### config.mk
export PLATFORM = sky130hd
export DESIGN_NAME = ppm_p6_stream_decoder_unit
export DESIGN_NICKNAME = d
export VERILOG_FILES = /design/src/rtl/ppmp6_pkg.sv /design/src/rtl/ppmp6_parser.sv /design/src/rtl/ppmp6_fifo.sv /design/src/rtl/ppmp6_scaler.sv /design/src/rtl/ppm_p6_stream_decoder_unit.sv
export VERILOG_INCLUDE_DIRS = /design/src /design/src/rtl
export SDC_FILE = /design/constraint.sdc
export NUM_CORES = 1
export LEC_CHECK = 0
export BUFFER_PORTS_ARGS = -buffer_cell sky130_fd_sc_hd__clkbuf_2
export CORE_UTILIZATION = 60
export CTS_CLUSTER_DIAMETER = 60
export CTS_CLUSTER_SIZE = 12
export DETAILED_ROUTE_END_ITERATION = 8
export PLACE_DENSITY = 0.77
export SLEW_MARGIN = 25
export SYNTH_ARGS = -nofsm -noshare
export SYNTH_HDL_FRONTEND = slang
export SYNTH_HIERARCHICAL = 1
export SYNTH_SLANG_ARGS = --single-unit
### constraint.sdc
create_clock -name clk -period 12.4 [get_ports clk]
set_input_delay 3.72 -clock clk [delete_from_list [all_inputs] [get_ports clk]]
set_output_delay 3.72 -clock clk [all_outputs]
set_load 0.02 [all_outputs]
### src/rtl/ppm_p6_stream_decoder_unit_defines.svh
// Assertion macros for the PPM P6 stream decoder.
// Used by the top level; no other dependencies.
`ifndef PPM_P6_STREAM_DECODER_UNIT_DEFINES_SVH
`define PPM_P6_STREAM_DECODER_UNIT_DEFINES_SVH

`ifndef SYNTH
// Property: whenever cond holds, expr holds in the same cycle.
`define ASSERT_IMPLIES(label, clk, rst, cond, expr) \
  label: assert property (@(posedge clk) disable iff (rst) (cond) |-> (expr)) \
    else $error("assertion failed");
// Property: cond never holds.
`define ASSERT_NEVER(label, clk, rst, cond) \
  label: assert property (@(posedge clk) disable iff (rst) !(cond)) \
    else $error("assertion failed");
`else
`define ASSERT_IMPLIES(label, clk, rst, cond, expr)
`define ASSERT_NEVER(label, clk, rst, cond)
`endif

`endif

### src/rtl/ppmp6_pkg.sv
// Shared types, codes and constants for the PPM P6 stream decoder.
// No dependencies; imported by every module of the block.
package ppmp6_pkg;

  // Request queue between parser and scaler
  localparam int unsigned QUEUE_DEPTH = 4;
  localparam int unsigned QPTR_W      = $clog2(QUEUE_DEPTH);

  // Header number limit
  localparam logic [19:0] MAX_PARAM = 20'd65535;

  // Byte codes
  localparam logic [7:0] CHAR_P     = 8'h50;
  localparam logic [7:0] CHAR_6     = 8'h36;
  localparam logic [7:0] CHAR_0     = 8'h30;
  localparam logic [7:0] CHAR_9     = 8'h39;
  localparam logic [7:0] CHAR_SPACE = 8'h20;
  localparam logic [7:0] CHAR_TAB   = 8'h09;
  localparam logic [7:0] CHAR_CR    = 8'h0D;

  localparam logic [1:0] CH_BLUE   = 2'd2;
  localparam logic [7:0] SAT_VALUE = 8'd255;

  typedef enum logic [3:0] {
    PH_MAGIC_P = 4'd0,
    PH_MAGIC_6 = 4'd1,
    PH_WS_REQ  = 4'd2,
    PH_WS_W    = 4'd3,
    PH_DIG_W   = 4'd4,
    PH_WS_H    = 4'd5,
    PH_DIG_H   = 4'd6,
    PH_WS_M    = 4'd7,
    PH_DIG_M   = 4'd8,
    PH_DATA    = 4'd9,
    PH_DONE    = 4'd10
  } phase_t;

  typedef enum logic [2:0] {
    ERR_MAGIC  = 3'd0,
    ERR_WS     = 3'd1,
    ERR_DIGIT  = 3'd2,
    ERR_ZERO   = 3'd3,
    ERR_LIMIT  = 3'd4,
    ERR_LENGTH = 3'd5
  } err_code_t;

  typedef enum logic [1:0] {
    SC_IDLE,
    SC_DIV,
    SC_DONE
  } sc_state_t;

  // One queued request: a raw sample to scale or an error report
  typedef struct packed {
    logic        is_err;
    err_code_t   code;
    logic [15:0] sample;
    logic [1:0]  channel;
    logic        eor;
    logic        eoi;
    logic [15:0] maxval;
  } item_t;

  typedef struct packed {
    logic full;
    logic empty;
  } fifo_status_t;

  function automatic logic is_ws(input logic [7:0] b);
    is_ws = (b == CHAR_SPACE) || (b >= CHAR_TAB && b <= CHAR_CR);
  endfunction

  function automatic logic is_digit(input logic [7:0] b);
    is_digit = (b >= CHAR_0) && (b <= CHAR_9);
  endfunction

endpackage

### src/rtl/ppmp6_parser.sv
// Front end: header parser and sample assembler, one byte per cycle while the queue has room.
// Depends on ppmp6_pkg; feeds requests into ppmp6_fifo.
module ppmp6_parser (
  input  logic                    clk,
  input  logic                    rst,
  input  logic                    in_valid,
  output logic                    in_ready,
  input  logic [7:0]              byte_value,
  input  logic                    last_byte,
  input  ppmp6_pkg::fifo_status_t q_status,
  output logic                    q_wr,
  output ppmp6_pkg::item_t        q_item
);
  import ppmp6_pkg::*;

  phase_t      phase, phase_next;
  logic        err_latched, err_latched_next;
  logic [15:0] acc, acc_next;
  logic [15:0] width, width_next;
  logic [15:0] height, height_next;
  logic [15:0] maxval, maxval_next;
  logic [15:0] col, col_next;
  logic [15:0] row, row_next;
  logic [1:0]  chan, chan_next;
  logic [7:0]  hold, hold_next;
  logic        pending, pending_next;

  logic        accept;
  logic        emit;
  logic        raise;
  err_code_t   code;
  logic [15:0] sample;
  logic        eor;
  logic        eoi;
  logic        wide;
  logic [3:0]  digit;
  logic [19:0] acc_wide;
  logic [16:0] col_inc;
  logic [16:0] row_inc;

  assign in_ready = !q_status.full;
  assign accept   = in_valid && in_ready;

  assign digit    = byte_value[3:0] - CHAR_0[3:0];
  assign acc_wide = ({4'd0, acc} << 3) + ({4'd0, acc} << 1) + {16'd0, digit};
  assign wide     = (maxval[15:8] != 8'd0);
  assign col_inc  = {1'b0, col} + 17'd1;
  assign row_inc  = {1'b0, row} + 17'd1;

  // Classify the byte and work out the next parse state
  always_comb begin
    phase_next       = phase;
    err_latched_next = err_latched;
    acc_next         = acc;
    width_next       = width;
    height_next      = height;
    maxval_next      = maxval;
    col_next         = col;
    row_next         = row;
    chan_next        = chan;
    hold_next        = hold;
    pending_next     = pending;
    emit             = 1'b0;
    raise            = 1'b0;
    code             = ERR_MAGIC;
    sample           = 16'd0;
    eor              = 1'b0;
    eoi              = 1'b0;
    if (!err_latched) begin
      case (phase)
        PH_MAGIC_P, PH_MAGIC_6: begin
          if (byte_value != ((phase == PH_MAGIC_P) ? CHAR_P : CHAR_6)) begin
            raise = 1'b1;
            code  = ERR_MAGIC;
          end else if (last_byte) begin
            raise = 1'b1;
            code  = ERR_LENGTH;
          end else begin
            phase_next = (phase == PH_MAGIC_P) ? PH_MAGIC_6 : PH_WS_REQ;
          end
        end
        PH_WS_REQ: begin
          if (!is_ws(byte_value)) begin
            raise = 1'b1;
            code  = ERR_WS;
          end else if (last_byte) begin
            raise = 1'b1;
            code  = ERR_LENGTH;
          end else begin
            phase_next = PH_WS_W;
          end
        end
        PH_WS_W, PH_WS_H, PH_WS_M: begin
          // Skip whitespace, then the first digit opens the number
          if (is_ws(byte_value)) begin
            if (last_byte) begin
              raise = 1'b1;
              code  = ERR_LENGTH;
            end
          end else if (!is_digit(byte_value)) begin
            raise = 1'b1;
            code  = ERR_DIGIT;
          end else if (last_byte) begin
            raise = 1'b1;
            code  = ERR_LENGTH;
          end else begin
            acc_next = {12'd0, digit};
            case (phase)
              PH_WS_W: phase_next = PH_DIG_W;
              PH_WS_H: phase_next = PH_DIG_H;
              default: phase_next = PH_DIG_M;
            endcase
          end
        end
        PH_DIG_W, PH_DIG_H, PH_DIG_M: begin
          if (is_ws(byte_value)) begin
            // Close the number and store it
            if (acc == 16'd0) begin
              raise = 1'b1;
              code  = ERR_ZERO;
            end else if (last_byte) begin
              raise = 1'b1;
              code  = ERR_LENGTH;
            end else begin
              acc_next = 16'd0;
              case (phase)
                PH_DIG_W: begin
                  width_next = acc;
                  phase_next = PH_WS_H;
                end
                PH_DIG_H: begin
                  height_next = acc;
                  phase_next  = PH_WS_M;
                end
                default: begin
                  maxval_next = acc;
                  phase_next  = PH_DATA;
                end
              endcase
            end
          end else if (!is_digit(byte_value)) begin
            raise = 1'b1;
            code  = ERR_DIGIT;
          end else if (acc_wide > MAX_PARAM) begin
            raise = 1'b1;
            code  = ERR_LIMIT;
          end else if (last_byte) begin
            raise = 1'b1;
            code  = ERR_LENGTH;
          end else begin
            acc_next = acc_wide[15:0];
          end
        end
        PH_DATA: begin
          if (wide && !pending) begin
            // Hold the high byte of a two-byte sample
            if (last_byte) begin
              raise = 1'b1;
              code  = ERR_LENGTH;
            end else begin
              hold_next    = byte_value;
              pending_next = 1'b1;
            end
          end else begin
            sample       = wide ? {hold, byte_value} : {8'd0, byte_value};
            pending_next = 1'b0;
            eor          = (chan == CH_BLUE) && (col_inc >= {1'b0, width});
            eoi          = eor && (row_inc >= {1'b0, height});
            if (last_byte && !eoi) begin
              raise = 1'b1;
              code  = ERR_LENGTH;
            end else begin
              emit = 1'b1;
              if (eoi) begin
                phase_next = PH_DONE;
              end else if (chan == CH_BLUE) begin
                chan_next = 2'd0;
                if (eor) begin
                  col_next = 16'd0;
                  row_next = row_inc[15:0];
                end else begin
                  col_next = col_inc[15:0];
                end
              end else begin
                chan_next = chan + 2'd1;
              end
            end
          end
        end
        default: begin
          // Any byte after the final sample is one too many
          raise = 1'b1;
          code  = ERR_LENGTH;
        end
      endcase
    end
    if (raise) begin
      emit             = 1'b1;
      err_latched_next = 1'b1;
    end
  end

  // Build the queue request
  assign q_wr           = accept && emit;
  assign q_item.is_err  = raise;
  assign q_item.code    = raise ? code : ERR_MAGIC;
  assign q_item.sample  = raise ? 16'd0 : sample;
  assign q_item.channel = raise ? 2'd0 : chan;
  assign q_item.eor     = raise ? 1'b0 : eor;
  assign q_item.eoi     = raise ? 1'b0 : eoi;
  assign q_item.maxval  = maxval;

  // Advance parse state; a last byte returns to the start of a file
  always_ff @(posedge clk) begin
    if (rst || (accept && last_byte)) begin
      phase       <= PH_MAGIC_P;
      err_latched <= 1'b0;
      acc         <= 16'd0;
      width       <= 16'd0;
      height      <= 16'd0;
      maxval      <= 16'd0;
      col         <= 16'd0;
      row         <= 16'd0;
      chan        <= 2'd0;
      hold        <= 8'd0;
      pending     <= 1'b0;
    end else if (accept) begin
      phase       <= phase_next;
      err_latched <= err_latched_next;
      acc         <= acc_next;
      width       <= width_next;
      height      <= height_next;
      maxval      <= maxval_next;
      col         <= col_next;
      row         <= row_next;
      chan        <= chan_next;
      hold        <= hold_next;
      pending     <= pending_next;
    end
  end

endmodule

### src/rtl/ppmp6_fifo.sv
// Short request queue between the parser and the scaler.
// Depends on ppmp6_pkg for the request type and depth.
module ppmp6_fifo (
  input  logic                    clk,
  input  logic                    rst,
  input  logic                    wr,
  input  ppmp6_pkg::item_t        wr_item,
  input  logic                    rd,
  output ppmp6_pkg::item_t        rd_item,
  output ppmp6_pkg::fifo_status_t status
);
  import ppmp6_pkg::*;

  item_t             mem [QUEUE_DEPTH];
  logic [QPTR_W-1:0] wr_ptr;
  logic [QPTR_W-1:0] rd_ptr;
  logic [QPTR_W:0]   count;
  logic              do_wr;
  logic              do_rd;

  assign status.full  = (count == (QPTR_W + 1)'(QUEUE_DEPTH));
  assign status.empty = (count == '0);
  assign do_wr        = wr && !status.full;
  assign do_rd        = rd && !status.empty;
  assign rd_item      = mem[rd_ptr];

  // Store a request
  always_ff @(posedge clk) begin
    if (do_wr) begin
      mem[wr_ptr] <= wr_item;
    end
  end

  // Move pointers and occupancy
  always_ff @(posedge clk) begin
    if (rst) begin
      wr_ptr <= '0;
      rd_ptr <= '0;
      count  <= '0;
    end else begin
      if (do_wr) begin
        wr_ptr <= wr_ptr + 1'b1;
      end
      if (do_rd) begin
        rd_ptr <= rd_ptr + 1'b1;
      end
      if (do_wr && !do_rd) begin
        count <= count + 1'b1;
      end else if (do_rd && !do_wr) begin
        count <= count - 1'b1;
      end
    end
  end

endmodule

### src/rtl/ppmp6_scaler.sv
// Back end: scales samples to 8 bits with a bit-serial restoring divider.
// Depends on ppmp6_pkg; pops requests from ppmp6_fifo.
module ppmp6_scaler (
  input  logic                    clk,
  input  logic                    rst,
  input  ppmp6_pkg::fifo_status_t q_status,
  input  ppmp6_pkg::item_t        q_item,
  output logic                    q_rd,
  output logic                    out_valid,
  input  logic                    out_ready,
  output logic                    kind,
  output logic [7:0]              sample_value,
  output logic [1:0]              channel,
  output logic                    end_of_row,
  output logic                    end_of_image,
  output logic [2:0]              error_code
);
  import ppmp6_pkg::*;

  sc_state_t   state, state_next;
  item_t       item;
  logic [23:0] rem;
  logic [23:0] dreg;
  logic [7:0]  quo;
  logic [2:0]  step;
  logic        sat;

  logic [23:0] dividend;
  logic        fits;

  // sample * 255 without a multiplier
  assign dividend = {q_item.sample, 8'd0} - {8'd0, q_item.sample};
  assign fits     = (rem >= dreg);

  // Sequence: pop, divide (samples only; errors skip it), present
  always_comb begin
    state_next = state;
    q_rd       = 1'b0;
    out_valid  = 1'b0;
    case (state)
      SC_IDLE: begin
        if (!q_status.empty) begin
          q_rd       = 1'b1;
          state_next = q_item.is_err ? SC_DONE : SC_DIV;
        end
      end
      SC_DIV: begin
        if (step == 3'd0) begin
          state_next = SC_DONE;
        end
      end
      SC_DONE: begin
        out_valid = 1'b1;
        if (out_ready) begin
          state_next = SC_IDLE;
        end
      end
      default: state_next = SC_IDLE;
    endcase
  end

  always_ff @(posedge clk) begin
    if (rst) begin
      state <= SC_IDLE;
    end else begin
      state <= state_next;
    end
  end

  // Divider datapath: one quotient bit per cycle
  always_ff @(posedge clk) begin
    if (state == SC_IDLE && !q_status.empty) begin
      item <= q_item;
      rem  <= dividend;
      dreg <= {1'b0, q_item.maxval, 7'd0};
      sat  <= (dividend >= {q_item.maxval, 8'd0});
      quo  <= 8'd0;
      step <= 3'd7;
    end else if (state == SC_DIV) begin
      if (fits) begin
        rem <= rem - dreg;
      end
      quo  <= {quo[6:0], fits};
      dreg <= dreg >> 1;
      step <= step - 3'd1;
    end
  end

  // Present the result
  assign kind         = item.is_err;
  assign sample_value = item.is_err ? 8'd0 : (sat ? SAT_VALUE : quo);
  assign channel      = item.channel;
  assign end_of_row   = item.eor;
  assign end_of_image = item.eoi;
  assign error_code   = item.code;

endmodule

### src/rtl/ppm_p6_stream_decoder_unit.sv
// PPM P6 stream decoder. Header bytes give no result; a sample is written to the queue,
// popped into the scaler, divided and then presented; an error skips the divide step.
// Throughput: one byte per cycle while the 4-entry queue has room; the scaler's
// restoring divider (8 steps, one quotient bit a cycle) works on one sample at a time.
// Reset: synchronous rst returns the parser to expect 'P', empties the queue and
// idles the scaler; an accepted last byte also returns the parser to expect 'P'.
`include "ppm_p6_stream_decoder_unit_defines.svh"

module ppm_p6_stream_decoder_unit (
  input  logic        clk,
  input  logic        rst,
  input  logic        s_tvalid,
  output logic        s_tready,
  input  logic [7:0]  s_tdata,   // [7:0] byte_value
  input  logic        s_tlast,   // last_byte
  output logic        m_tvalid,
  input  logic        m_tready,
  // [7:0] sample_value, [9:8] channel, [10] end_of_row, [13:11] error_code, [15:14] zero
  output logic [15:0] m_tdata,
  output logic        m_tlast,   // end_of_image
  output logic        m_tuser    // kind
);
  import ppmp6_pkg::*;

  fifo_status_t q_status;
  item_t        wr_item;
  item_t        rd_item;
  logic         q_wr;
  logic         q_rd;
  logic         kind;
  logic [7:0]   sample_value;
  logic [1:0]   channel;
  logic         end_of_row;
  logic         end_of_image;
  logic [2:0]   error_code;

  ppmp6_parser u_parser (
    .clk        (clk),
    .rst        (rst),
    .in_valid   (s_tvalid),
    .in_ready   (s_tready),
    .byte_value (s_tdata),
    .last_byte  (s_tlast),
    .q_status   (q_status),
    .q_wr       (q_wr),
    .q_item     (wr_item)
  );

  ppmp6_fifo u_fifo (
    .clk     (clk),
    .rst     (rst),
    .wr      (q_wr),
    .wr_item (wr_item),
    .rd      (q_rd),
    .rd_item (rd_item),
    .status  (q_status)
  );

  ppmp6_scaler u_scaler (
    .clk          (clk),
    .rst          (rst),
    .q_status     (q_status),
    .q_item       (rd_item),
    .q_rd         (q_rd),
    .out_valid    (m_tvalid),
    .out_ready    (m_tready),
    .kind         (kind),
    .sample_value (sample_value),
    .channel      (channel),
    .end_of_row   (end_of_row),
    .end_of_image (end_of_image),
    .error_code   (error_code)
  );

  // Pack the result
  assign m_tdata = {2'b00, error_code, end_of_row, channel, sample_value};
  assign m_tlast = end_of_image;
  assign m_tuser = kind;

  // Checks
  `ASSERT_NEVER(a_queue_overflow, clk, rst, q_wr && q_status.full)
  `ASSERT_IMPLIES(a_err_clean, clk, rst, m_tvalid && kind, (m_tdata[10:0] == 11'd0) && !m_tlast)
  `ASSERT_IMPLIES(a_sample_clean, clk, rst, m_tvalid && !kind, (error_code == ERR_MAGIC) && (channel != 2'd3))
  `ASSERT_IMPLIES(a_eoi_is_eor, clk, rst, m_tvalid && m_tlast, end_of_row && (channel == CH_BLUE))

endmodule
# Word level (Yosys, flattened, before mapping)
# Memories as Yosys holds them, arrays and structs flattened. A register that Yosys moved wholly into a read port is not among the register bits.
# Cells that the tools add are included.
# totals
register_bits	188
ram_bits	160
input_bits	13
out_inout_bits	20
wordCells	241
mem_count	1
# memory_table
memory	depth	word_bits	rd	rd_clocked_by_memory_dff	write_ports	line_no	source
u_fifo.mem	4	40	1	1	1	ppmp6_fifo.sv:14	item_t mem [QUEUE_DEPTH];
# op_classes
n_addsub	12
order_cmp	9
eq_ne	37
muxes	99
n_bitwise	7
reduce_logical	50
# op_table
cell	count
2-to-1 mux 16 bit	15
2-to-1 mux 24 bit	3
2-to-1 mux 4 bit	13
2-to-1 mux 23 bit	2
2-to-1 mux 3 bit	15
adder 16 x 1 -> 17 bit, second input constant	2
>= comparator 17 x 16 -> 1 bit	2
2-to-1 mux 1 bit	32
case mux 16 bit (2 select lines)	1
AND reduction 7 bit	4
>= comparator 24 x 23 -> 1 bit	1
>= comparator 24 bit	1
inequality test 2 bit, second input constant	12
subtractor 24 x 16 -> 24 bit	1
subtractor 24 x 23 -> 24 bit	1
adder 19 x 17 -> 20 bit	1
adder 20 x 4 -> 20 bit	1
greater-than comparator 20 x 16 -> 1 bit, second input constant	1
case mux 4 bit (5 select lines)	1
2-to-1 mux 2 bit	9
== test 4 x 3 -> 1 bit, second input constant	4
zero test 16 bit	1
2-to-1 mux 8 bit	2
case mux 4 bit (2 select lines)	2
43 further kinds	87

# Longest topological paths before layout
# depth
word_depth	17
depth_mapped	26
depth_no_buf	25

# Modules after synthesis
# Netlist, hierarchy kept.
# modules_own_cells
mod	n_inst	cells_per_inst	area_per_inst_um2	seq_area_each_um2
ppmp6_parser	1	991	7564.8	2242.2
ppmp6_fifo	1	257	6287.3	4984.8
ppmp6_scaler	1	599	5101.1	1871.8
ppm_p6_stream_decoder_unit	1	4	26.3	0.0

# Worst setup path before layout
# No wires, ideal clock.
# synth_timing
path_type	input port to flip-flop
startpoint	input port s_tdata[3]
endpoint	memory u_fifo/mem[0][0] (netlist name) (enable)
arrival_ps	7575
t_required_ps	11999
path_slack_ps	4424
stages	15
path_buffers	1
path_cell_list	clkbuf_1 inv_1 fa_1 inv_1 ha_1 a211oi_1 o211ai_1 and4_1 nand2b_1 xor2_1 o31ai_2 a31oi_1 clkinv_1 nor2_2 and2_1
# synth_via
elab_chain_len	12
word_cells_on_any_way	25
cone_classes	1 x add/sub; 5 x order compare; 2 x eq/ne; 12 x mux; 5 x reduce/logical
# synth_rtl
item	line_no	source
from (decl)	ppm_p6_stream_decoder_unit.sv:14	input logic [7:0] s_tdata,
adder 20 x 4 -> 20 bit	ppmp6_parser.sv:45	assign acc_wide = ({4'd0, acc} << 3) + ({4'd0, acc} << 1) + {16'd0, digit};
greater-than comparator 20 x 16 -> 1 bit	ppmp6_parser.sv:144	end else if (acc_wide > MAX_PARAM) begin
2-to-1 mux 1 bit	ppmp6_parser.sv:144	
2-to-1 mux 1 bit	ppmp6_parser.sv:141	end else if (!is_digit(byte_value)) begin
2-to-1 mux 1 bit	ppmp6_parser.sv:116	if (is_ws(byte_value)) begin
case mux 1 bit (5 select lines) *	ppmp6_parser.sv:70	case (phase)
2-to-1 mux 1 bit *	ppmp6_parser.sv:69	if (!err_latched) begin
2-to-1 mux 1 bit *	ppmp6_parser.sv:197	if (raise) begin
logical AND 1 bit *	ppmp6_parser.sv:204	assign q_wr = accept && emit;
named net q_wr	ppm_p6_stream_decoder_unit.sv:28	logic q_wr;
logical AND 1 bit *	ppmp6_fifo.sv:23	assign do_wr = wr && !status.full;
named net u_fifo.do_wr	ppmp6_fifo.sv:18	logic do_wr;
2-to-1 mux 1 bit *	ppmp6_fifo.sv:29	if (do_wr) begin
2-to-1 mux 1 bit (not written as such) *	ppmp6_fifo.sv:30	mem[wr_ptr] <= wr_item;
to (decl)	ppmp6_fifo.sv:14	
# Mark *: on every way through the listed nets, which the timed path passes. The rest lies on a longest branch.

# Worst setup path after layout
# layout_timing
startpoint	input port s_tdata[3]
endpoint	register u_fifo.count[2]
# layout_via
elab_chain_len	13
word_cells_on_any_way	28
cone_classes	1 x add/sub; 5 x order compare; 2 x eq/ne; 11 x mux; 9 x reduce/logical
# layout_rtl
item	line_no	source
adder 20 x 4 -> 20 bit	ppmp6_parser.sv:45	
greater-than comparator 20 x 16 -> 1 bit	ppmp6_parser.sv:144	
2-to-1 mux 1 bit	ppmp6_parser.sv:144	
2-to-1 mux 1 bit	ppmp6_parser.sv:141	
2-to-1 mux 1 bit	ppmp6_parser.sv:116	
case mux 1 bit (5 select lines) *	ppmp6_parser.sv:70	
2-to-1 mux 1 bit *	ppmp6_parser.sv:69	
2-to-1 mux 1 bit *	ppmp6_parser.sv:197	
logical AND 1 bit *	ppmp6_parser.sv:204	
named net q_wr	ppm_p6_stream_decoder_unit.sv:28	
logical AND 1 bit *	ppmp6_fifo.sv:23	
named net u_fifo.do_wr	ppmp6_fifo.sv:18	
zero test 1 bit	ppmp6_fifo.sv:49	end else if (do_rd && !do_wr) begin
logical AND 1 bit	ppmp6_fifo.sv:49	
nonzero test 2 bit (no source line)	-	
to (signal assigned)	ppmp6_fifo.sv:48	count <= count + 1'b1;
to (signal assigned)	ppmp6_fifo.sv:50	count <= count - 1'b1;
to (decl)	ppmp6_fifo.sv:17	logic [QPTR_W:0] count;
# Marks and branches as above.
# A chain may end at the register's enable or synchronous reset.

==> reports/results.ini <==
[critical_path]
critPathMaxStageDelay_ns = 0.60
crit_chain = clkbuf_2 -> inv_1 -> fa_1 -> inv_1 -> ha_1 -> a211oi_1 -> o211ai_1 -> and4_1 -> nand2b_1 -> xor2_1 -> o31ai_2 -> a31oi_1 -> clkinv_1 -> nor2_2 -> ha_1 -> inv_1 -> fa_1 -> xor2_1 -> or3_1 -> a21oi_1
critPathLaunchType = input port
crit_fanout = 9
r2r-start = u_parser/row[0]
critical_path_class = in2reg
required_ns = 12.85
crit_buf_inv = 5
arrival_ns = 8.23
crit_path_end_kind = register
cp_common_cell = inv_1
crit_path_start = s_tdata[3]
cp_top_family = adder cells
cp_slowest_cell = fa_1

[timing]
skew_ns = 0.0209
worstMarginPinSlew_ns = 1.05
fin_crit_ns = 7.77
fmaxAchievable_mhz = 129
slew_headroom_pct = 30.1
rsz0062_at_grt = no
finalHoldViolCount = 0
slew_violations = 0
period_share_pct = 62.7
tns_ns = 0
setup_viol = 0

[floorplanning]
core_area_mm2 = 0.0308
ios = 33
fp.dieH_um = 180
rows = 64
die_w_um = 180
initial_core_util_pct = 61.6
die-area_mm2 = 0.0323

[synthesis]
synth-simple-area-share_pct = 15.8
synth_top_family_by_area = simple AND/OR/NAND/NOR gates
yosys.area_share.xor_xnor_pct = 3.92
ys_ff_latch = 350
synth_top_area_share_pct = 33.1
ys_async_sr_fraction_pct = 0
synth_flop_cell = edfxtp_1
synth_fa_ha_area_share_pct = 8.33
synth_warnings = 6
ys_types = 85
avgSynthCellArea_um2 = 10.3
synthTopCellsByArea = edfxtp_1 (33%), dfxtp_1 (15%), ha_1 (7.9%), nand2_1 (5.0%), a21oi_1 (4.9%)
yosysSeqAreaShare_pct = 47.9
synthCells = 1851
yosysTopAreaCell = edfxtp_1
muxShareOfSynthArea_pct = 6.80
synth_compound_area_share_pct = 12.5
syn-cell-area_mm2 = 0.0190
synth_edf_count = 209

[clock_network]
cts_tree = done
cts_sinks = 350
max-clock-path-buffers = 3
ctsResizeCount = 0
postCtsSetupBuffers = 0
path_clk_slew_ns = 0.06
root_buffer = clkbuf_16
ctsHoldBuffers = 0
htree_levels = 2
cts_made_buffers = 37
clock_latency_ns = 0.54

[route]
drt-wirelength-per-cell_um = 19.1
drt_iter0_drc = 960
drc = 5
viasPerCell = 6.19
antenna_left = 0
wl_um = 43100
vias = 14000
drt-pass1-iter-count = 9

[power]
seq_power_share_pct = 35.1
powerDensity_mw_per_mm2 = 219
p_comb_share_pct = 42.1
p_leak_uw = 0.00761
switching_share_pct = 37.8
p_sw_uw = 1680
power.internal_uw = 2770
p_clk_share_pct = 22.8
peakVddDrop_uv = 141

[place]
port_buffers = 30
routabilityCongestion = 0.949
hpwlAfterDp_um = 29800

[layout]
regArea_mm2 = 0.00910
area_growth_pct = 7.15
utilization_pct = 66.0
antenna_cells = 0
multi_input_area_mm2 = 0.00902
final_layout_size_suffix_gt1_share_pct = 9.59
finalNetCount = 1978
n_fill_cell = 2351

[global_routing]
globalRouteOverflowTotal = 0
grt_max_degree = 93
grt_pass1_wl_um = 70800
grt_pass1_vias = 13900
antenna_found_initial = 0
grt_use_total_pct = 27.2

[hold_path]
hold_path_startpoint = u_parser/height[11]
hp-class = reg2reg

[status]
outcome = finished with violations
violations = design-rule violations

[flow_run]
cap_violations = 0

## power groups by stage
| stage | clock network (uW) | logic [uW] | registers (uW) |
|---|---|---|---|
| after floorplan | 0 | 1420 | 1580 |
| after global routing | 1080 | 2070 | 1580 |
| after detailed placement | 0 | 1850 | 1590 |
| after CTS | 1030 | 1860 | 1560 |
| after global placement | 0 | 1800 | 1580 |
| final | 1010 | 1870 | 1560 |
## per-stage QoR
stage | area, um^2 | total power, uW | hold WS, ns | worst slack [ns] | std cells
2_1_floorplan | 19000 | 2990 | 0.432 | 4.42 | 1852
3_3_place_gp | 19200 | 3380 | 0.438 | 4.28 | 2198
3_5_place_dp | 19200 | 3430 | 0.443 | 4.15 | 2198
4_1_cts | 20300 | 4460 | 0.451 | 4.69 | 2262
5_1_grt | 20300 | 4730 | 0.472 | 4.20 | 2262
6_report | 20300 | 4450 | 0.452 | 4.63 | 2262
## state kept, by name, indices dropped and copies added, names as in the netlist, 8 cells and up, named ones only
| register | flops |
|---|---|
| u_fifo/mem | 160 |
| u_parser/acc | 16 |
| u_parser/col | 16 |
| u_parser/height | 16 |
| u_parser/hold | 8 |
| u_parser/maxval | 16 |
| u_parser/row | 16 |
| u_parser/width | 16 |
| u_scaler/dreg | 23 |
| u_scaler/quo | 8 |
| u_scaler/rem | 24 |
## logic make-up after synthesis
kind of cell	Yosys count
AOI/OAI and AO/OA	394
buffers and inverters	200
other	1
DFF	350
xor gates and xnor gates	85
and+or+nand+nor	619
adders and majority gates	124
muxes	78
## cells in the final DEF, fill, tap and decap left out, types with 14 or more instances in the layout
cell and count:
nand2b_1 20, clkbuf_1 16, o22ai_1 15, o21ai_0 76, mux2i_1 30, inv_1 110
mux4_2 40, and3_1 22, nand3_1 36, nor3_1 32, xor2_1 32, nand2_1 252
clkbuf_2 30, ha_1 120, clkbuf_16 37, xnor2_1 53, nor2_1 113, nor2b_1 17
nor4_1 14, a21oi_1 183, edfxtp_1 209, nand4_1 23, dfxtp_1 139, or3_1 18
a21o_1 20
## worst min-delay path, cell delays in order (launching register included)
cell and delay [ns]:
dfxtp_1 0.31, nand2_1 0.05, a21oi_1 0.05
## synth_stat cells, drive strengths merged (8+ instances only)
library cell  count
buf              26
nor2b            17
a211oi            9
a21o             21
clkbuf           63
o31ai            11
and2             15
nor4             15
xnor2            53
o211ai           10
nand4            23
a21oi           184
and4              8
nand2b           20
xor2             32
or4               9
inv             110
and3             22
nand3            40
a31oi            13
dfxtp           141
o21ai            79
or3              20
o21a              9
mux2i            30
mux2              8
mux4             40
nand2           254
o22ai            15
ha              120
nor3             34
edfxtp          209
nor2            116
a2bb2oi           8
## metal layers
metal	part of all wire, %	vias to the layer above	wire length (um)	GRT usage, %
li1	-	6688	-	-
met1	42	6817	18000	33.5
met2	50	380	21500	48.1
met3	4.3	109	1870	3.16
met5	0	-	0	0
met4	4.1	0	1760	11.9
## layout make-up
class	count	area share [%]
clock buffers	54	4.92
clock inverters	10	0.418
inverters	111	2.05
multi-input cells	1302	44.4
flip-flops and latches	350	44.8
well taps	396	2.44
repair buffers	39	1.07
## final timing paths
check | end | slack [ns] | cells past startpoint
hold / removal | u_parser/height[11] | 0.45 | 2
setup reg to reg | u_fifo/count[2] | 6.40 | 25
hold reg to reg | u_parser/height[11] | 0.45 | 2
setup / recovery | u_fifo/count[2] | 4.63 | 20
Power figures use the tool's default switching activity.
